===== src/rtl/i2cms_pkg.sv =====
// ----------------------------------------------------------------------------
// i2cms_pkg
// Shared types and codes for the i2c master status sequencer: commands,
// transfer phases, controller status codes, control bit patterns and
// result codes.
// ----------------------------------------------------------------------------
package i2cms_pkg;

    typedef enum logic [1:0] {
        CMD_LOAD   = 2'd0,
        CMD_BEGIN  = 2'd1,
        CMD_EVENT  = 2'd2,
        CMD_FINISH = 2'd3
    } cmd_t;

    typedef enum logic [1:0] {
        PH_STOP = 2'd0,
        PH_SEND = 2'd1,
        PH_RECV = 2'd2
    } phase_t;

    // configuration register indexes
    localparam logic [1:0] REG_SLAVE_ADDR = 2'd0;
    localparam logic [1:0] REG_TX_COUNT   = 2'd1;
    localparam logic [1:0] REG_RX_COUNT   = 2'd2;

    // controller status codes
    localparam logic [7:0] ST_START         = 8'h08;
    localparam logic [7:0] ST_RESTART       = 8'h10;
    localparam logic [7:0] ST_SLA_W_ACK     = 8'h18;
    localparam logic [7:0] ST_SLA_W_NACK    = 8'h20;
    localparam logic [7:0] ST_DATA_W_ACK    = 8'h28;
    localparam logic [7:0] ST_DATA_W_NACK   = 8'h30;
    localparam logic [7:0] ST_ARB_LOST      = 8'h38;
    localparam logic [7:0] ST_SLA_R_ACK     = 8'h40;
    localparam logic [7:0] ST_SLA_R_NACK    = 8'h48;
    localparam logic [7:0] ST_DATA_R_ACK    = 8'h50;
    localparam logic [7:0] ST_DATA_R_NACK   = 8'h58;
    localparam logic [7:0] ST_ARB_LOST_SLA  = 8'h68;
    localparam logic [7:0] ST_ARB_LOST_GC   = 8'h78;
    localparam logic [7:0] ST_ARB_LOST_SLAR = 8'hB0;

    // control bits: start, stop, interrupt clear, acknowledge
    localparam logic [3:0] CB_NONE   = 4'h0;
    localparam logic [3:0] CB_SI     = 4'h2;
    localparam logic [3:0] CB_SI_AA  = 4'h3;
    localparam logic [3:0] CB_STO_SI = 4'h6;
    localparam logic [3:0] CB_STA_SI = 4'hA;

    // interrupt change codes
    localparam logic [1:0] IC_NONE    = 2'd0;
    localparam logic [1:0] IC_ENABLE  = 2'd1;
    localparam logic [1:0] IC_DISABLE = 2'd2;

    // completion codes
    localparam logic [1:0] COMP_NONE  = 2'd0;
    localparam logic [1:0] COMP_DONE  = 2'd1;
    localparam logic [1:0] COMP_ERROR = 2'd2;

    // error bits
    localparam logic [3:0] ERR_TIMEOUT = 4'h1;
    localparam logic [3:0] ERR_ARB     = 4'h2;
    localparam logic [3:0] ERR_NACK    = 4'h4;
    localparam logic [3:0] ERR_OVERRUN = 4'h8;

endpackage


===== src/rtl/i2c_master_status_sequencer.sv =====
// ----------------------------------------------------------------------------
// i2c_master_status_sequencer
// Pipeline: an accepted request is registered with its transmit buffer read,
// then decoded into the output register.
// Throughput: one request per cycle unless out_ready stalls; the next buffer
// read is issued while the current request is decoded, with a write bypass.
// Reset: asynchronous, clears master flag, phase, indices, errors and
// configuration; buffer contents stay undefined until loaded.
// ----------------------------------------------------------------------------
module i2c_master_status_sequencer #(
    parameter int TX_DEPTH = 16
) (
    input  logic       clk,
    input  logic       rst_n,
    // configuration
    input  logic       cfg_valid,
    output logic       cfg_ready,
    input  logic [1:0] cfg_index,
    input  logic [7:0] cfg_data,
    // request channel
    input  logic       in_valid,
    output logic       in_ready,
    input  logic [1:0] command,
    input  logic [7:0] tx_byte,
    input  logic       direction,
    input  logic [7:0] status_code,
    input  logic       timeout_flag,
    input  logic [7:0] rx_data,
    // result channel
    output logic       out_valid,
    input  logic       out_ready,
    output logic       control_write,
    output logic [3:0] control_bits,
    output logic       data_write,
    output logic [7:0] data_byte,
    output logic [1:0] int_change,
    output logic       rx_valid,
    output logic [7:0] rx_byte,
    output logic [7:0] rx_position,
    output logic [1:0] completion,
    output logic [3:0] error_bits,
    output logic       clear_timeout
);

    localparam int AW = (TX_DEPTH > 1) ? $clog2(TX_DEPTH) : 1;
    localparam int PW = $clog2(TX_DEPTH + 1);
    localparam int CW = (PW > 5) ? PW : 5;

    // configuration registers
    logic [6:0] slave_addr_reg;
    logic [4:0] tx_count_reg;
    logic [7:0] rx_count_reg;

    // sequencer state
    logic                 master_reg, master_next;
    i2cms_pkg::phase_t    phase_reg, phase_next;
    logic [PW-1:0]        tx_pos_reg, tx_pos_next;
    logic [7:0]           rx_cnt_reg, rx_cnt_next;
    logic [3:0]           err_reg, err_next;
    logic [PW-1:0]        load_ptr_reg, load_ptr_next;

    // request stage
    logic                 s1_valid_reg;
    i2cms_pkg::cmd_t      s1_cmd_reg;
    logic [7:0]           s1_tx_byte_reg;
    logic                 s1_dir_reg;
    logic [7:0]           s1_status_reg;
    logic                 s1_tmo_reg;
    logic [7:0]           s1_rx_data_reg;
    logic                 fwd_hit_reg;
    logic [7:0]           fwd_data_reg;

    // output register
    logic                 out_valid_reg;
    logic                 cw_reg, dw_reg, rv_reg, ct_reg;
    logic [3:0]           cb_reg, eb_reg;
    logic [7:0]           db_reg, rb_reg, rp_reg;
    logic [1:0]           ic_reg, comp_reg;

    // results of the current request
    logic                 res_cw, res_dw, res_rv, res_ct;
    logic [3:0]           res_cb;
    logic [7:0]           res_db, res_rb, res_rp;
    logic [1:0]           res_ic, res_comp;

    logic                 in_fire, s1_fire;
    logic                 ram_we, ram_re;
    logic [AW-1:0]        ram_waddr, ram_raddr;
    logic [7:0]           ram_rdata, tx_data;

    logic                 is_start, is_arb, is_tx_ack, is_nack, is_rx_data;
    logic                 mf_eff, tx_more, buf_room;
    logic                 rx_overrun, rx_last_pre, rx_done, rx_last_post;
    logic [7:0]           rx_inc;

    assign cfg_ready = 1'b1;
    assign s1_fire   = s1_valid_reg && (!out_valid_reg || out_ready);
    assign in_ready  = !s1_valid_reg || s1_fire;
    assign in_fire   = in_valid && in_ready;

    // status decode
    assign is_start   = (s1_status_reg == i2cms_pkg::ST_START) ||
                        (s1_status_reg == i2cms_pkg::ST_RESTART);
    assign is_arb     = (s1_status_reg == i2cms_pkg::ST_ARB_LOST) ||
                        (s1_status_reg == i2cms_pkg::ST_ARB_LOST_SLA) ||
                        (s1_status_reg == i2cms_pkg::ST_ARB_LOST_GC) ||
                        (s1_status_reg == i2cms_pkg::ST_ARB_LOST_SLAR);
    assign is_tx_ack  = (s1_status_reg == i2cms_pkg::ST_SLA_W_ACK) ||
                        (s1_status_reg == i2cms_pkg::ST_DATA_W_ACK);
    assign is_nack    = (s1_status_reg == i2cms_pkg::ST_SLA_W_NACK) ||
                        (s1_status_reg == i2cms_pkg::ST_DATA_W_NACK) ||
                        (s1_status_reg == i2cms_pkg::ST_SLA_R_NACK);
    assign is_rx_data = (s1_status_reg == i2cms_pkg::ST_DATA_R_ACK) ||
                        (s1_status_reg == i2cms_pkg::ST_DATA_R_NACK);

    assign mf_eff       = master_reg || is_start;
    assign tx_more      = (CW'(tx_pos_reg) < CW'(tx_count_reg)) &&
                          (tx_pos_reg < PW'(TX_DEPTH));
    assign buf_room     = load_ptr_reg < PW'(TX_DEPTH);
    assign rx_overrun   = (rx_count_reg == 8'd0) || (rx_cnt_reg >= rx_count_reg);
    assign rx_inc       = rx_cnt_reg + 8'd1;
    assign rx_last_pre  = ({1'b0, rx_cnt_reg} + 9'd1) == {1'b0, rx_count_reg};
    assign rx_done      = rx_inc == rx_count_reg;
    assign rx_last_post = ({1'b0, rx_inc} + 9'd1) == {1'b0, rx_count_reg};

    assign tx_data = fwd_hit_reg ? fwd_data_reg : ram_rdata;

    // next state
    always_comb
    begin
        master_next   = master_reg;
        phase_next    = phase_reg;
        tx_pos_next   = tx_pos_reg;
        rx_cnt_next   = rx_cnt_reg;
        err_next      = err_reg;
        load_ptr_next = load_ptr_reg;
        unique case (s1_cmd_reg)
            i2cms_pkg::CMD_LOAD:
            begin
                if (buf_room)
                begin
                    load_ptr_next = load_ptr_reg + PW'(1);
                end
            end
            i2cms_pkg::CMD_BEGIN:
            begin
                phase_next  = s1_dir_reg ? i2cms_pkg::PH_RECV : i2cms_pkg::PH_SEND;
                err_next    = 4'h0;
                tx_pos_next = '0;
                rx_cnt_next = 8'd0;
                if (!master_reg && is_start)
                begin
                    master_next = 1'b1;
                end
            end
            i2cms_pkg::CMD_FINISH:
            begin
                master_next   = 1'b0;
                load_ptr_next = '0;
            end
            i2cms_pkg::CMD_EVENT:
            begin
                priority if (s1_tmo_reg)
                begin
                    err_next = err_reg | i2cms_pkg::ERR_TIMEOUT;
                end
                else if (is_start && phase_reg == i2cms_pkg::PH_STOP)
                begin
                    master_next = master_reg;
                end
                else if (mf_eff)
                begin
                    master_next = 1'b1;
                    priority if (is_arb)
                    begin
                        err_next    = err_reg | i2cms_pkg::ERR_ARB;
                        master_next = 1'b0;
                    end
                    else if (is_tx_ack)
                    begin
                        priority if (is_start)
                        begin
                            phase_next = phase_reg;
                        end
                        else if (tx_more)
                        begin
                            tx_pos_next = tx_pos_reg + PW'(1);
                        end
                        else if (rx_count_reg != 8'd0)
                        begin
                            phase_next = i2cms_pkg::PH_RECV;
                        end
                        else
                        begin
                            phase_next = i2cms_pkg::PH_STOP;
                        end
                    end
                    else if (is_nack)
                    begin
                        err_next   = err_reg | i2cms_pkg::ERR_NACK;
                        phase_next = i2cms_pkg::PH_STOP;
                    end
                    else if (is_rx_data)
                    begin
                        if (rx_overrun)
                        begin
                            err_next   = err_reg | i2cms_pkg::ERR_OVERRUN;
                            phase_next = i2cms_pkg::PH_STOP;
                        end
                        else
                        begin
                            rx_cnt_next = rx_inc;
                            if (rx_done)
                            begin
                                phase_next = i2cms_pkg::PH_STOP;
                            end
                        end
                    end
                    else
                    begin
                        phase_next = phase_reg;
                    end
                end
                else
                begin
                    master_next = master_reg;
                end
            end
        endcase
    end

    // result of the current request
    always_comb
    begin
        logic woke;
        woke     = 1'b0;
        res_cw   = 1'b0;
        res_cb   = i2cms_pkg::CB_NONE;
        res_dw   = 1'b0;
        res_db   = 8'd0;
        res_ic   = i2cms_pkg::IC_NONE;
        res_rv   = 1'b0;
        res_rb   = 8'd0;
        res_rp   = 8'd0;
        res_comp = i2cms_pkg::COMP_NONE;
        res_ct   = 1'b0;
        unique case (s1_cmd_reg)
            i2cms_pkg::CMD_LOAD:
            begin
                res_cw = 1'b0;
            end
            i2cms_pkg::CMD_BEGIN:
            begin
                if (!master_reg && is_start)
                begin
                    res_ic = i2cms_pkg::IC_ENABLE;
                end
                else
                begin
                    res_cw = 1'b1;
                    res_cb = i2cms_pkg::CB_STA_SI;
                end
            end
            i2cms_pkg::CMD_FINISH:
            begin
                res_ct = 1'b1;
            end
            i2cms_pkg::CMD_EVENT:
            begin
                priority if (s1_tmo_reg)
                begin
                    res_ct = 1'b1;
                    res_cw = 1'b1;
                    res_cb = i2cms_pkg::CB_SI;
                end
                else if (is_start && phase_reg == i2cms_pkg::PH_STOP)
                begin
                    res_ic = i2cms_pkg::IC_DISABLE;
                end
                else
                begin
                    if (mf_eff)
                    begin
                        priority if (is_arb)
                        begin
                            res_cw = 1'b1;
                            res_cb = i2cms_pkg::CB_SI;
                        end
                        else if (is_start)
                        begin
                            res_dw = 1'b1;
                            res_db = {slave_addr_reg, phase_reg != i2cms_pkg::PH_SEND};
                            res_cw = 1'b1;
                            res_cb = i2cms_pkg::CB_SI;
                        end
                        else if (is_tx_ack)
                        begin
                            res_cw = 1'b1;
                            priority if (tx_more)
                            begin
                                res_dw = 1'b1;
                                res_db = tx_data;
                                res_cb = i2cms_pkg::CB_SI;
                            end
                            else if (rx_count_reg != 8'd0)
                            begin
                                res_cb = i2cms_pkg::CB_STA_SI;
                            end
                            else
                            begin
                                res_cb = i2cms_pkg::CB_STO_SI;
                                woke   = 1'b1;
                            end
                        end
                        else if (is_nack)
                        begin
                            res_cw = 1'b1;
                            res_cb = i2cms_pkg::CB_STO_SI;
                        end
                        else if (s1_status_reg == i2cms_pkg::ST_SLA_R_ACK)
                        begin
                            res_cw = 1'b1;
                            res_cb = rx_last_pre ? i2cms_pkg::CB_SI : i2cms_pkg::CB_SI_AA;
                        end
                        else if (is_rx_data)
                        begin
                            res_cw = 1'b1;
                            if (rx_overrun)
                            begin
                                res_cb = i2cms_pkg::CB_STO_SI;
                            end
                            else
                            begin
                                res_rv = 1'b1;
                                res_rb = s1_rx_data_reg;
                                res_rp = rx_cnt_reg;
                                priority if (rx_done)
                                begin
                                    res_cb = i2cms_pkg::CB_STO_SI;
                                    woke   = 1'b1;
                                end
                                else if (rx_last_post)
                                begin
                                    res_cb = i2cms_pkg::CB_SI;
                                end
                                else
                                begin
                                    res_cb = i2cms_pkg::CB_SI_AA;
                                end
                            end
                        end
                        else
                        begin
                            res_cw = 1'b0;
                        end
                    end
                    priority if (woke)
                    begin
                        res_comp = i2cms_pkg::COMP_DONE;
                    end
                    else if (err_next != 4'h0)
                    begin
                        res_comp = i2cms_pkg::COMP_ERROR;
                    end
                    else if (phase_next == i2cms_pkg::PH_STOP && !master_next)
                    begin
                        res_comp = i2cms_pkg::COMP_DONE;
                    end
                    else
                    begin
                        res_comp = i2cms_pkg::COMP_NONE;
                    end
                end
            end
        endcase
    end

    // transmit buffer
    assign ram_we    = s1_fire && (s1_cmd_reg == i2cms_pkg::CMD_LOAD) && buf_room;
    assign ram_waddr = load_ptr_reg[AW-1:0];
    assign ram_re    = in_fire;
    assign ram_raddr = s1_fire ? tx_pos_next[AW-1:0] : tx_pos_reg[AW-1:0];

    i2cms_ram #(
        .WIDTH (8),
        .DEPTH (TX_DEPTH),
        .AW    (AW)
    ) u_tx_ram (
        .clk   (clk),
        .we    (ram_we),
        .waddr (ram_waddr),
        .wdata (s1_tx_byte_reg),
        .re    (ram_re),
        .raddr (ram_raddr),
        .rdata (ram_rdata)
    );

    // configuration
    always_ff @(posedge clk or negedge rst_n)
    begin
        if (!rst_n)
        begin
            slave_addr_reg <= 7'd0;
            tx_count_reg   <= 5'd0;
            rx_count_reg   <= 8'd0;
        end
        else if (cfg_valid && cfg_ready)
        begin
            unique case (cfg_index)
                i2cms_pkg::REG_SLAVE_ADDR: slave_addr_reg <= cfg_data[6:0];
                i2cms_pkg::REG_TX_COUNT:   tx_count_reg   <= cfg_data[4:0];
                i2cms_pkg::REG_RX_COUNT:   rx_count_reg   <= cfg_data;
                default:                   slave_addr_reg <= slave_addr_reg;
            endcase
        end
    end

    // state and pipeline control
    always_ff @(posedge clk or negedge rst_n)
    begin
        if (!rst_n)
        begin
            master_reg    <= 1'b0;
            phase_reg     <= i2cms_pkg::PH_STOP;
            tx_pos_reg    <= '0;
            rx_cnt_reg    <= 8'd0;
            err_reg       <= 4'h0;
            load_ptr_reg  <= '0;
            s1_valid_reg  <= 1'b0;
            fwd_hit_reg   <= 1'b0;
            out_valid_reg <= 1'b0;
        end
        else
        begin
            if (s1_fire)
            begin
                master_reg   <= master_next;
                phase_reg    <= phase_next;
                tx_pos_reg   <= tx_pos_next;
                rx_cnt_reg   <= rx_cnt_next;
                err_reg      <= err_next;
                load_ptr_reg <= load_ptr_next;
            end
            if (in_ready)
            begin
                s1_valid_reg <= in_valid;
            end
            if (in_fire)
            begin
                fwd_hit_reg <= ram_we && (ram_waddr == ram_raddr);
            end
            if (s1_fire)
            begin
                out_valid_reg <= 1'b1;
            end
            else if (out_ready)
            begin
                out_valid_reg <= 1'b0;
            end
        end
    end

    // payload
    always_ff @(posedge clk)
    begin
        if (in_fire)
        begin
            s1_cmd_reg     <= i2cms_pkg::cmd_t'(command);
            s1_tx_byte_reg <= tx_byte;
            s1_dir_reg     <= direction;
            s1_status_reg  <= status_code;
            s1_tmo_reg     <= timeout_flag;
            s1_rx_data_reg <= rx_data;
            fwd_data_reg   <= s1_tx_byte_reg;
        end
        if (s1_fire)
        begin
            cw_reg   <= res_cw;
            cb_reg   <= res_cb;
            dw_reg   <= res_dw;
            db_reg   <= res_db;
            ic_reg   <= res_ic;
            rv_reg   <= res_rv;
            rb_reg   <= res_rb;
            rp_reg   <= res_rp;
            comp_reg <= res_comp;
            eb_reg   <= err_next;
            ct_reg   <= res_ct;
        end
    end

    assign out_valid     = out_valid_reg;
    assign control_write = cw_reg;
    assign control_bits  = cb_reg;
    assign data_write    = dw_reg;
    assign data_byte     = db_reg;
    assign int_change    = ic_reg;
    assign rx_valid      = rv_reg;
    assign rx_byte       = rb_reg;
    assign rx_position   = rp_reg;
    assign completion    = comp_reg;
    assign error_bits    = eb_reg;
    assign clear_timeout = ct_reg;

endmodule


===== src/rtl/i2cms_ram.sv =====
// ----------------------------------------------------------------------------
// i2cms_ram
// Generic single write port, single read port memory with registered read.
// ----------------------------------------------------------------------------
module i2cms_ram #(
    parameter int WIDTH = 8,
    parameter int DEPTH = 16,
    parameter int AW    = (DEPTH > 1) ? $clog2(DEPTH) : 1
) (
    input  logic             clk,
    input  logic             we,
    input  logic [AW-1:0]    waddr,
    input  logic [WIDTH-1:0] wdata,
    input  logic             re,
    input  logic [AW-1:0]    raddr,
    output logic [WIDTH-1:0] rdata
);

    logic [WIDTH-1:0] mem [DEPTH];
    logic [WIDTH-1:0] rdata_reg;

    always_ff @(posedge clk)
    begin
        if (we)
        begin
            mem[waddr] <= wdata;
        end
        if (re)
        begin
            rdata_reg <= mem[raddr];
        end
    end

    assign rdata = rdata_reg;

endmodule


===== config.mk =====
export PLATFORM = sky130hd
export DESIGN_NAME = i2c_master_status_sequencer
export DESIGN_NICKNAME = d
export VERILOG_FILES = /design/src/rtl/i2cms_pkg.sv /design/src/rtl/i2c_master_status_sequencer.sv /design/src/rtl/i2cms_ram.sv
export SDC_FILE = /design/constraint.sdc
export NUM_CORES = 1
export LEC_CHECK = 0
export BUFFER_PORTS_ARGS = -buffer_cell sky130_fd_sc_hd__buf_4
export CORE_ASPECT_RATIO = 1.4
export CORE_MARGIN = 4
export CORE_UTILIZATION = 55
export CTS_CLUSTER_SIZE = 24
export DETAILED_ROUTE_END_ITERATION = 16
export PLACE_DENSITY = 0.74
export SLEW_MARGIN = 20
export SYNTH_ARGS = -nofsm -noshare
export SYNTH_HDL_FRONTEND = slang
export SYNTH_HIERARCHICAL = 1
export SYNTH_SLANG_ARGS = --single-unit

===== constraint.sdc =====
create_clock -name clk -period 8.25 [get_ports clk]
set_clock_uncertainty 0.2 [all_clocks]
set_input_delay 0.4125 -clock clk [delete_from_list [all_inputs] [get_ports clk]]
set_output_delay 0.4125 -clock clk [all_outputs]
set_load 0.005 [all_outputs]

### Yosys cells after proc, flatten, opt, wreduce, memory -nomap -nowiden

Memories as Yosys holds them, arrays and structs flattened. A register that Yosys moved wholly into a read port is not among the register bits.
Cells that the tools add are included.

* multiplexer cells: 112
* magnitude comparators: 4
* reduce and logical (&&, ||, !) cells: 46
* bitwise logic cells: 3
* equal/unequal tests: 36
* add/sub/neg operators: 5

Operator list (count)
* 8-bit 2-to-1 mux: 12
* 4-bit 2-to-1 mux: 18
* 8-bit by 7-bit equality test with 1-bit output, second input constant: 6
* 1-bit 2-to-1 mux: 43
* 5-bit 2-to-1 mux: 8
* 8-bit by 6-bit equality test with 1-bit output, second input constant: 4
* 2-bit 2-to-1 mux: 16
* 2-bit != test, second input constant: 12
* 5-bit case mux with 2 select lines: 2
* 8-bit by 1-bit adder with 9-bit output, second input constant: 2
* 9-bit by 8-bit equality test with 1-bit output: 2
* 8-bit by 5-bit equality test with 1-bit output, second input constant: 2
* 4-bit case mux with 2 select lines: 2
* 8-bit case mux with 2 select lines: 1
* 3-bit 2-to-1 mux: 5
* 1-bit logical OR: 12
* 11-bit OR reduction: 1
* 5-bit by 1-bit adder with 5-bit output, second input constant: 2
* 5-bit less-than comparator, second input constant: 2
* 10-bit AND reduction: 1
* 10-bit OR reduction: 1
* 1-bit logical AND: 9
* 9-bit AND reduction: 1
* 8-bit by 1-bit adder with 8-bit output, second input constant: 1
* 24 further kinds: 41

* input bits: 43
* RAM bits: 128
* output and inout port bits: 43
* memories: 1
* logic and storage cells: 239
* flip-flop bits (word level): 124

Memory list
* u_tx_ram.mem: words 16, width 8, rd ports 1, clocked after Yosys merged registers in 1, wr ports 1, line i2cms_ram.sv:19 `logic [WIDTH-1:0] mem [DEPTH];`

### Longest topological paths before layout

Gate-level depths: netlist of run 1.

* word-level depth: 17
* mapped depth: 12
* mapped depth without buffers: 11

### Hierarchy

The synthesis of run 1 kept the hierarchy.

Modules (own cells, without submodules)
* i2c_master_status_sequencer: sequential area each 3483.3 um^2, area each 6283.5 um^2, times used 1, cells an instance 550
* i2cms_ram: sequential area each 4083.9 um^2, area each 5227.5 um^2, times used 1, cells an instance 229

### Least setup slack after synthesis of run 1

Ideal clock, no wire load.

* kind: reg-to-reg
* from: register s1_status_reg[7]
* to: register u_tx_ram.rdata_reg[1], in the netlist u_tx_ram/rdata[1], read port of u_tx_ram.mem (data pin)
* setup time: 0.259 ns
* cell stages (with the launch flop): 12
* arrival: 3.263 ns
* path slack: 4.528 ns
* period minus slack after synthesis: 3.722 ns
* buffers on the path: 3
* required time: 7.791 ns
* cell sequence: edfxtp_1 > or4_4 > buf_6 > o41a_1 > a21o_1 > o41ai_1 > a31o_1 > buf_6 > buf_6 > mux4_1 > a22oi_1 > nand2_1

* word-level cells in the longest chain between the ends: 10
* elaborated cells between the ends (all ways): 23
* those cells by class: eq/ne (8); mux (8); reduce/logical (7)

RTL lines
* from (decl): line i2c_master_status_sequencer.sv:67 `logic [7:0] s1_status_reg;`
* from (signal assigned): line i2c_master_status_sequencer.sv:471 `s1_status_reg <= status_code;`
* 8-bit by 4-bit equality test with 1-bit output (tied with other cells): line i2c_master_status_sequencer.sv:102 `assign is_start = (s1_status_reg == i2cms_pkg::ST_START) ||`
* 1-bit logical OR (on tied branches): line i2c_master_status_sequencer.sv:102, i2c_master_status_sequencer.sv:104
* 5-bit 2-to-1 mux or 1-bit logical OR (tied branches): line i2c_master_status_sequencer.sv:181, i2c_master_status_sequencer.sv:105
* 5-bit 2-to-1 mux or 1-bit logical OR (tied branches): line i2c_master_status_sequencer.sv:179, i2c_master_status_sequencer.sv:106
* 5-bit 2-to-1 mux: line i2c_master_status_sequencer.sv:174 `priority if (is_arb)`
* 5-bit 2-to-1 mux: line i2c_master_status_sequencer.sv:171 `else if (mf_eff)`
* 5-bit 2-to-1 mux *: line i2c_master_status_sequencer.sv:167 `else if (is_start && phase_reg == i2cms_pkg::PH_STOP)`
* 5-bit 2-to-1 mux *: line i2c_master_status_sequencer.sv:163 `priority if (s1_tmo_reg)`
* 5-bit case mux with 2 select lines *: line i2c_master_status_sequencer.sv:137 `unique case (s1_cmd_reg)`
* 4-bit 2-to-1 mux *: line i2c_master_status_sequencer.sv:382 `assign ram_raddr = s1_fire ? tx_pos_next[AW-1:0] : tx_pos_reg[AW-1:0];`
* net ram_raddr[0]: line i2c_master_status_sequencer.sv:88 `logic [AW-1:0] ram_waddr, ram_raddr;`
* to (decl): line i2cms_ram.sv:20 `logic [WIDTH-1:0] rdata_reg;`

The timed path passes the listed nets; every way through them passes the cells marked *. The select of a mux whose other input is x is not followed.
A chain may end at the register's enable or synchronous reset.

### Final worst setup path of run 1

Same ends and word-level chain as after synthesis.

==> metrics, run 1 <==
Max clock buf depth=3; met2 usage in global routing=0.407; number of synthesized flops with an enable pin=212; synthesis-stage register bit count=260; Post-DRT Antenna Nets=0; unique cell type count in the Yosys netlist=73; mapped cell area=~0.012 sq mm; Async S/R FF share, synth=0.185; post-synthesis compound-gate area fraction=0.0741; Tmin final=about 4.3 ns; required time of the critical path=just over 8 ns; Lkg Pwr=approximately 4.9 nW; post-synth top area cell=edfxtp_1; WHS=between 0.03 and 0.04 ns; post-synthesis sequential area ratio=0.657; filler cell count=between 1000 and 1500; simple-gate share of the synthesized area=0.104; fmax=roughly 0.23 GHz; cts repair resizes=0; RD Place Congestion=between 0.9 and 1; Die H=approximately 180 microns; placed cell area=around 0.012 sq mm; status=completed; Initial Utilization=0.560; IO Pins=86; r2r setup slk=3.92 ns; Post-Synth XOR/XNOR Area=0.0222; Reg-to-Reg Start=s1_status_reg[7]; Die Area=between 0.02 and 0.025 sq mm; final design utilization=0.655; Max FO, Critical Path=34; DR DRC count=0; number of CTS-inserted buffers=24; total global routing overflow=0; RSZ-0062 raised after global routing=no; CTS H-Tree Depth=1; number of global-route vias before repair=roughly 7500; most common cell after layout, fill and taps aside=edfxtp_1; mux cell area share after synthesis=0.0955; FF+latch area=roughly 0.0076 sq mm; Worst-path clk slew=about 0.060 ns; Reg with most FFs=u_tx_ram/mem; Max-Cap Viols=0; share of the synthesized area in the top cell type=0.553; Adder-Cell Fraction of Synth Area=0.0217; Final Hold Fails=0; Relative slew margins=0.295; CTS root buf=clkbuf_16; most frequent cells in the layout=edfxtp_1, buf_4, nor2_1, dfrtp_1; critical path launch point type=flip-flop; Setup crit end kind=flip-flop; met1 capacity usage during global routing=0.249; chip width=~130 microns; Sink Count=260; worst setup path startpoint=s1_status_reg[7]; largest family of logic cells by synthesized area=simple AND/OR/NAND/NOR gates; Setup-failing EPs final=0; drt initial violations=slightly above 700; FF-to-FF path depth=9; Layout Area Growth over Synthesis=16.9%; syn_nets=842; Cells after Synth=between 700 and 800; Max IR drop VDD=0.000191 V; top post-synthesis cells by area=edfxtp_1, dfrtp_1, mux4_2, mux4_1, nor2_1; fin crit share=0.525; Row Count=62; ys flop type=edfxtp_1; total track usage=0.218; met3 GRT Util=0.0259; buffer count from post-CTS setup fixing=0; syn_area_per_cell=roughly 15 sq um; busiest grt layer=met2; Skew-Pair Late Insertion Delay=between 0.5 and 0.6 ns; Hold WC Path Type=input pin to flip-flop; slew of the pin with the lowest slew margin=approximately 1.1 ns; PD cells=around 220 mW/mm^2; crit path to=u_tx_ram/rdata[1]; Slew Limit Fails=0; first-pass GRT wire length=a little under 40 mm; DR vias=slightly above 7000; largest net degree at the start of global routing=49; Port Buffers=84; Final HPWL DP=17.1 mm; Pwr Total=3.00 mW; # nets final=963; antenna violations before repair=0; Routed WL=between 20 and 25 mm; Ys Warns=6; Post-CTS Hold Buffers=38; number of flip-flops in the largest register=around 130; Wirelength per Cell=21.3 microns; ant diodes=0; WS Path Type=flip-flop to flip-flop; post-route design area=about 0.013 sq mm; vias per cell=6.11; core area=around 0.02 sq mm; first-pass detailed-route iteration total=5; Crit path arrival time=around 4.4 ns; Fin Setup TNS=0 ns; Crit Reg-Reg Endpoint=u_tx_ram/rdata[1]; area occupied by multi-input gates=approximately 0.0037 sq mm; TritonCTS clock tree=done; share of layout cells above drive strength 1=0.194
-- report_power, final --
part | switching, mW | leakage, nW | internal [mW]
clock network | 0.459 | 0.361 | 0.589
registers | 0.0770 | 2.58 | 1.50
logic | 0.190 | 1.92 | 0.179
-- cell usage after synthesis (all sizes together) (3+ instances only) --
cell and count:
nor2b 5, nor3b 6, o21a 3, nor4b 3, nand2b 13, a41o 3
mux4 32, xor2 9, o31ai 5, nand3 16, nand3b 9, mux2 21
buf 14, and2 18, a2111oi 3, or3 3, o41ai 4, nand4 6
o21ai 25, a21oi 28, mux2i 9, a41oi 3, a22oi 16, edfxtp 212
or4 4, nand2 38, and3 5, a21boi 3, a31oi 6, clkbuf 19
xnor2 15, ha 20, nor4 5, inv 22, o211ai 4, o32ai 4
nor2 70, dfrtp 48, clkdlybuf4s25 3, nor3 16
-- cells by family after synthesis --
| kind of cell | Yosys count |
|---|---|
| buffers and inverters | 60 |
| multiplexers | 62 |
| flip-flops | 260 |
| XOR/XNOR | 26 |
| other | 1 |
| AO/OA/AOI/OAI | 124 |
| AND/OR/NAND/NOR | 226 |
| adder cells (fa/ha/maj) | 20 |
-- worst min path at each step --
stage,from,to,slack (ns),cells after the start
finish,out_ready,s1_valid_reg,0.03,3
global route,out_ready,s1_valid_reg,0.06,3
CTS,out_ready,s1_valid_reg,0.01,3
detailed placement,rst_n,err_reg[0],0.27,1
global placement,rst_n,err_reg[2],0.26,1
floorplan,rst_n,err_reg[0],-0.08,0
-- stage by stage --
stage	worst slack, ns	instances
after floorplan	4.53	779
after global placement	3.88	1092
after detailed placement	3.74	1092
after CTS	3.72	1173
after global routing	3.73	1173
final	3.92	1173
-- layout make-up --
class	instances	share of cell area
inverter	24	0.00669
multi-input combinational	459	0.272
sequential	260	0.562
clock buffer	32	0.0484
tap	256	0.0238
timing repair buffer	131	0.0801
clock inverter	11	0.00660
-- per-layer routing --
metal,share of wire,routed length (microns),vias up
met5,0,0,-
met4,0.038,956,0
met3,0.049,1230,82
met2,0.56,13900,287
met1,0.35,8850,3542
li1,-,-,3257
-- worst max-delay path, stage by stage, from the launching register on --
cell	delay [ns]
edfxtp_1	0.46
or4_4	0.61
o41a_1	0.49
a21o_1	0.29
o41ai_1	0.34
a31o_2	0.15
buf_4	0.51
mux4_1	0.64
a22oi_1	0.25
nand2_1	0.10
(Power assumes the default switching activity.)
==> run 2, diff against run 1 <==
Settings changed: CORE_UTILIZATION 55 to 54, PLACE_DENSITY 0.74 to 0.76.
Clock period 8.25 ns to 3.9 ns, I/O delays scaled along.
==> run 2 against run 1 <==
Cell count increased by 2.6%. Global-route usage shrank 1.4 points. Clock-buffer cell count is 2 lower. Clock power grew 130%. Hold slack better by 0.024 ns. Combinational power rose by 110%. Wire length fell by 2.0%.
==> metrics, run 2 (synthesis results as in run 1) <==
number of global-route vias before repair=7278; fmax=around 0.26 GHz; post-route design area=0.0138 sq mm; required time of the critical path=between 3 and 4 ns; critical path's top delay family=compound AO/OA/AOI/OAI gates; Tmin final=between 3 and 4 ns; Die Area=roughly 0.024 sq mm; most common cell after layout, fill and taps aside=edfxtp_1; Setup crit end kind=flip-flop; placed cell area=0.0125 sq mm; Die H=181 microns; status=completed; CTS H-Tree Depth=1; slew of the pin with the lowest slew margin=around 1.1 ns; fin crit share=0.971; Row Count=62; TritonCTS clock tree=done; Crit path arrival time=3.85 ns; Relative slew margins=0.269; Setup-failing EPs final=0; number of flip-flops in the largest register=approximately 130; Skew-Pair Late Insertion Delay=0.51 ns; DR vias=between 7000 and 8000; Max FO, Critical Path=7; CTS root buf=clkbuf_16; total global routing overflow=0; CP bufs+invs=2; DR DRC count=0; Final HPWL DP=approximately 17 mm; Port Buffers=84; Final Hold Fails=0; antenna violations before repair=0; RSZ-0062 raised after global routing=no; Fin Setup TNS=0 ns; PD cells=~470 mW/mm^2; RD Place Congestion=around 0.93; number of CTS-inserted buffers=25; share of layout cells above drive strength 1=0.219; total track usage=0.204; Hold WC Path Type=input pin to asynchronous set/reset pin; Max-Cap Viols=0; Initial Utilization=0.556; WS Path Type=flip-flop to flip-flop; first-pass GRT wire length=roughly 39 mm; IO Pins=86; Max IR drop VDD=between 0.0003 and 0.0004 V; Layout Area Growth over Synthesis=20.1%; most frequent cells in the layout=edfxtp_1, buf_4, nor2_1, dfrtp_1, dlygate4sd3_1; # nets final=between 900 and 1000; Routed WL=between 20 and 25 mm; Critical-path top delay cell=or4_4; final std cells w/o fill=around 1200; filler cell count=roughly 1400; vias per cell=just under 6; Slew Limit Fails=0; Sink Count=between 200 and 300; chip width=approximately 130 microns; dpl cells=between 1000 and 1500; slowest cell delay on critical path=0.60 ns; worst path cell trace=or4_4 > o41a_1 > a21o_2 > or3_4 > a31o_4 > buf_4 > buf_4 > mux4_2 > a22oi_1 > nand2_1; Max clock buf depth=3; Wirelength per Cell=slightly above 20 microns; Crit path top cell by count=buf_4; critical path launch point type=flip-flop; drt initial violations=between 500 and 600; Reg with most FFs=u_tx_ram/mem; Lkg Pwr=~5.1 nW; first-pass detailed-route iteration total=5; Worst-path clk slew=0.06 ns; largest net degree at the start of global routing=49; Post-DRT Antenna Nets=0; core area=0.0207 sq mm
[run 2: power breakdown]
group	internal, mW	leakage (nW)	total [mW]	switching (mW)
Sequential	3.18	2.58	3.34	0.157
Clock	1.44	0.399	2.40	0.960
Combinational	0.401	2.08	0.793	0.392
Total	5.02	5.06	6.53	1.51
[run 2: path summary, 6_finish.rpt]
path | slack [ns] | start | depth (start not counted) | endpoint
worst max register to register | 0.11 | s1_status_reg[7] | 10 | u_tx_ram/rdata[7]
worst max-delay path | 0.11 | s1_status_reg[7] | 10 | u_tx_ram/rdata[7]
worst min-delay path | 0.06 | rst_n | 2 | fwd_hit_reg
worst min register to register | 0.30 | err_reg[2] | 2 | err_reg[2]
max in group asynchronous | 3.00 | rst_n | 2 | rx_count_reg[7]
min in group clk | 0.08 | cfg_valid | 3 | tx_count_reg[2]
[run 2: routing by layer]
| metal | GRT usage | vias to the layer above | share of wire |
|---|---|---|---|
| li1 | - | 3316 | - |
| met1 | 0.224 | 3507 | 0.36 |
| met2 | 0.395 | 232 | 0.56 |
| met3 | 0.0309 | 67 | 0.043 |
| met4 | 0.0752 | 0 | 0.037 |
| met5 | 0 | - | 0 |
[run 2: stage by stage]
stage,worst slack (ns),power (mW),hold WS [ns],utilization
after detailed placement,0.0847,4.15,0.0744,0.604
after CTS,0.0669,6.58,0.0721,0.664
after floorplan,0.178,3.86,-0.301,-
after global placement,0.176,4.12,0.0653,0.604
final,0.111,6.53,0.0583,0.668
after global routing,0.0150,6.79,0.0911,0.668
[run 2: timing repair]
| item | 4_1_cts | 5_1_grt |
|---|---|---|
| endpoints found under the hold margin | 99 | 0 |
| setup endpoints to repair | 0 | 9 |
| hold buffers | 43 | 0 |
| resized for setup | 0 | 8 |
| setup buffers | 0 | 3 |
[run 2: cell type report]
class / count / area [sq um] / share of cell area
flip-flops and latches: 260 / 7570 / 0.547
inverters: 24 / 90.1 / 0.00651
well taps: 256 / 320 / 0.0232
multi-input cells: 459 / 3690 / 0.267
clock inverters: 15 / 168 / 0.0121
diodes: 1 / 2.50 / 0.000181
repair buffers: 159 / 1350 / 0.0974
clock buffers: 30 / 644 / 0.0466
==> run 3, diff against run 2 <==
Settings changed: CORE_ASPECT_RATIO 1.4 to not set, REMOVE_ABC_BUFFERS set to 1.
==> run 3 against run 2 <==
Combinational power increased by 1%. Clock power fell by 3%. Worst setup slack got worse by 0.033 ns. Utilization shrank 1.2 points. Highest routed layer unchanged. Critical endpoint is now u_tx_ram/rdata[2].
==> metrics, run 3 (synthesis results as in run 1) <==
status=completed; Worst-path clk slew=~0.060 ns; Slew Limit Fails=0; fin crit share=0.980; most common cell after layout, fill and taps aside=edfxtp_1; slew of the pin with the lowest slew margin=between 0.9 and 1 ns; number of flip-flops in the largest register=around 130; Pwr Total=~6.5 mW; drt initial violations=about 530; share of layout cells above drive strength 1=0.220; combinational power share=0.124; routed length on met3=between 1 and 1.5 mm; Sequential Power Share=0.517; Clk pwr share=0.359; Max IR drop VDD=about 0.00040 V; most frequent cells in the layout=edfxtp_1, buf_4, nor2_1, dfrtp_1, dlygate4sd3_1; pre-CTS WS=about 0.056 ns; Hold WC Path Type=input pin to asynchronous set/reset pin; Final HPWL DP=approximately 17 mm; DR DRC count=0; core area=0.0210 sq mm; fmax=between 0.2 and 0.3 GHz; met1 WL=slightly above 10 mm; CTS H-Tree Depth=1; Post-DRT Antenna Nets=0; Final Hold Fails=0; critical path launch point type=flip-flop; total global routing overflow=0; Wirelength per Cell=just over 20 microns; switch share=0.241; WS Path Type=flip-flop to flip-flop; first-pass GRT wire length=approximately 40 mm; number of global-route vias before repair=about 7300; Skew-Pair Late Insertion Delay=roughly 0.54 ns; Routed met2 length=approximately 13 mm; Setup crit end kind=flip-flop; CTS root buf=clkbuf_16; Tmin final=3.82 ns; first-pass detailed-route iteration total=5; Max clock buf depth=3; RD Place Congestion=between 0.8 and 0.9; PD cells=around 470 mW/mm^2; filler cell count=around 1400; IO Pins=86; Layout Area Growth over Synthesis=19.8%; antenna violations before repair=0; total track usage=0.213; # nets final=991; required time of the critical path=around 4 ns; area occupied by multi-input gates=between 0.003 and 0.004 sq mm; Initial Utilization=0.548; DR vias=approximately 7200; final worst setup slack=0.0783 ns; FF+latch area=around 0.0076 sq mm; number of CTS-inserted buffers=26; Top Metal Used=met4; TritonCTS clock tree=done; WHS=0.0465 ns; Reg with most FFs=u_tx_ram/mem; Port Buffers=84; final design utilization=0.656; chip width=about 150 microns; largest net degree at the start of global routing=between 40 and 50; ant diodes=0; Lkg Pwr=~5.0 nW; vias per cell=just under 6; Die Area=roughly 0.024 sq mm; Die H=roughly 150 microns; Max-Cap Viols=0; Setup-failing EPs final=0; Sink Count=260; Internal Power=between 4 and 5 mW; Max FO, Critical Path=17; Row Count=53; Crit path arrival time=between 3 and 4 ns; Relative slew margins=0.348; Net Sw Power=roughly 1.6 mW; Routed WL=between 20 and 30 mm
[run 3: cell count changes in the layout (fill, tap and decap cells not counted), moves of 2 or more]
| cell | previous run | this run |
|---|---|---|
| a22oi_1 | 15 | 13 |
| clkinv_1 | 7 | 4 |
| clkbuf_1 | 5 | 7 |
| a22oi_2 | 1 | 3 |
| clkinv_2 | 5 | 7 |
| clkbuf_16 | 26 | 28 |
| bufinv_16 | 4 | 0 |
[run 3: critical path: stages (launching register included)]
cell and delay [ns]:
edfxtp_1 0.40, or4_4 0.61, o41a_1 0.41, a21o_2 0.26, o41ai_1 0.33, a31o_2 0.23, buf_12 0.19, mux4_1 0.57
a22oi_1 0.29, nand2_1 0.08
[run 3: final timing paths]
| path | start | endpoint | slack, ns | cells past startpoint |
|---|---|---|---|---|
| max | s1_status_reg[0] | u_tx_ram/rdata[2] | 0.08 | 9 |
| min | rst_n | rx_cnt_reg[7] | 0.05 | 2 |
| max reg2reg | s1_status_reg[0] | u_tx_ram/rdata[2] | 0.08 | 9 |
| min reg2reg | err_reg[2] | err_reg[2] | 0.30 | 2 |
| max in group asynchronous | rst_n | load_ptr_reg[2] | 2.98 | 2 |
| min in group clk | cfg_valid | slave_addr_reg[2] | 0.05 | 3 |
[run 3: final cells by class]
class / count / area share
repair buffers: 157 / 0.0952
clock inverters: 11 / 0.00454
well taps: 275 / 0.0249
multi-input cells: 459 / 0.266
flip-flops and latches: 260 / 0.549
inverters: 24 / 0.00653
clock buffers: 36 / 0.0537
[run 3: power by group through the flow]
stage / Combinational, mW / Clock (mW) / Sequential, mW
final: 0.802 / 2.33 / 3.35
after global routing: 0.882 / 2.50 / 3.37
after CTS: 0.803 / 2.37 / 3.35
after detailed placement: 0.759 / 0 / 3.40
after global placement: 0.733 / 0 / 3.39
after floorplan: 0.516 / 0 / 3.35
[run 3: what timing repair did]
action                                  CTS  global route
gates resized for setup                   0             7
hold endpoints to repair                 99             0
endpoints found under the setup margin    0             8
hold buffers                             44             0
buffers inserted                          0             0
[run 3: per-layer routing]
| layer | vias to the layer above | global-route usage |
|---|---|---|
| li1 | 3316 | - |
| met1 | 3580 | 0.280 |
| met2 | 239 | 0.365 |
| met3 | 67 | 0.0296 |
| met4 | 0 | 0.0765 |
| met5 | - | 0 |
[run 3: stage by stage]
| step | cell area [sq um] | std cells | TNS (ns) |
|---|---|---|---|
| after floorplan | 11300 | 743 | -8.05 |
| after detailed placement | 12500 | 1131 | 0 |
| after global routing | 13800 | 1222 | -0.00828 |
| after CTS | 13800 | 1222 | 0 |
| after global placement | 12500 | 1131 | 0 |
| final | 13800 | 1222 | 0 |
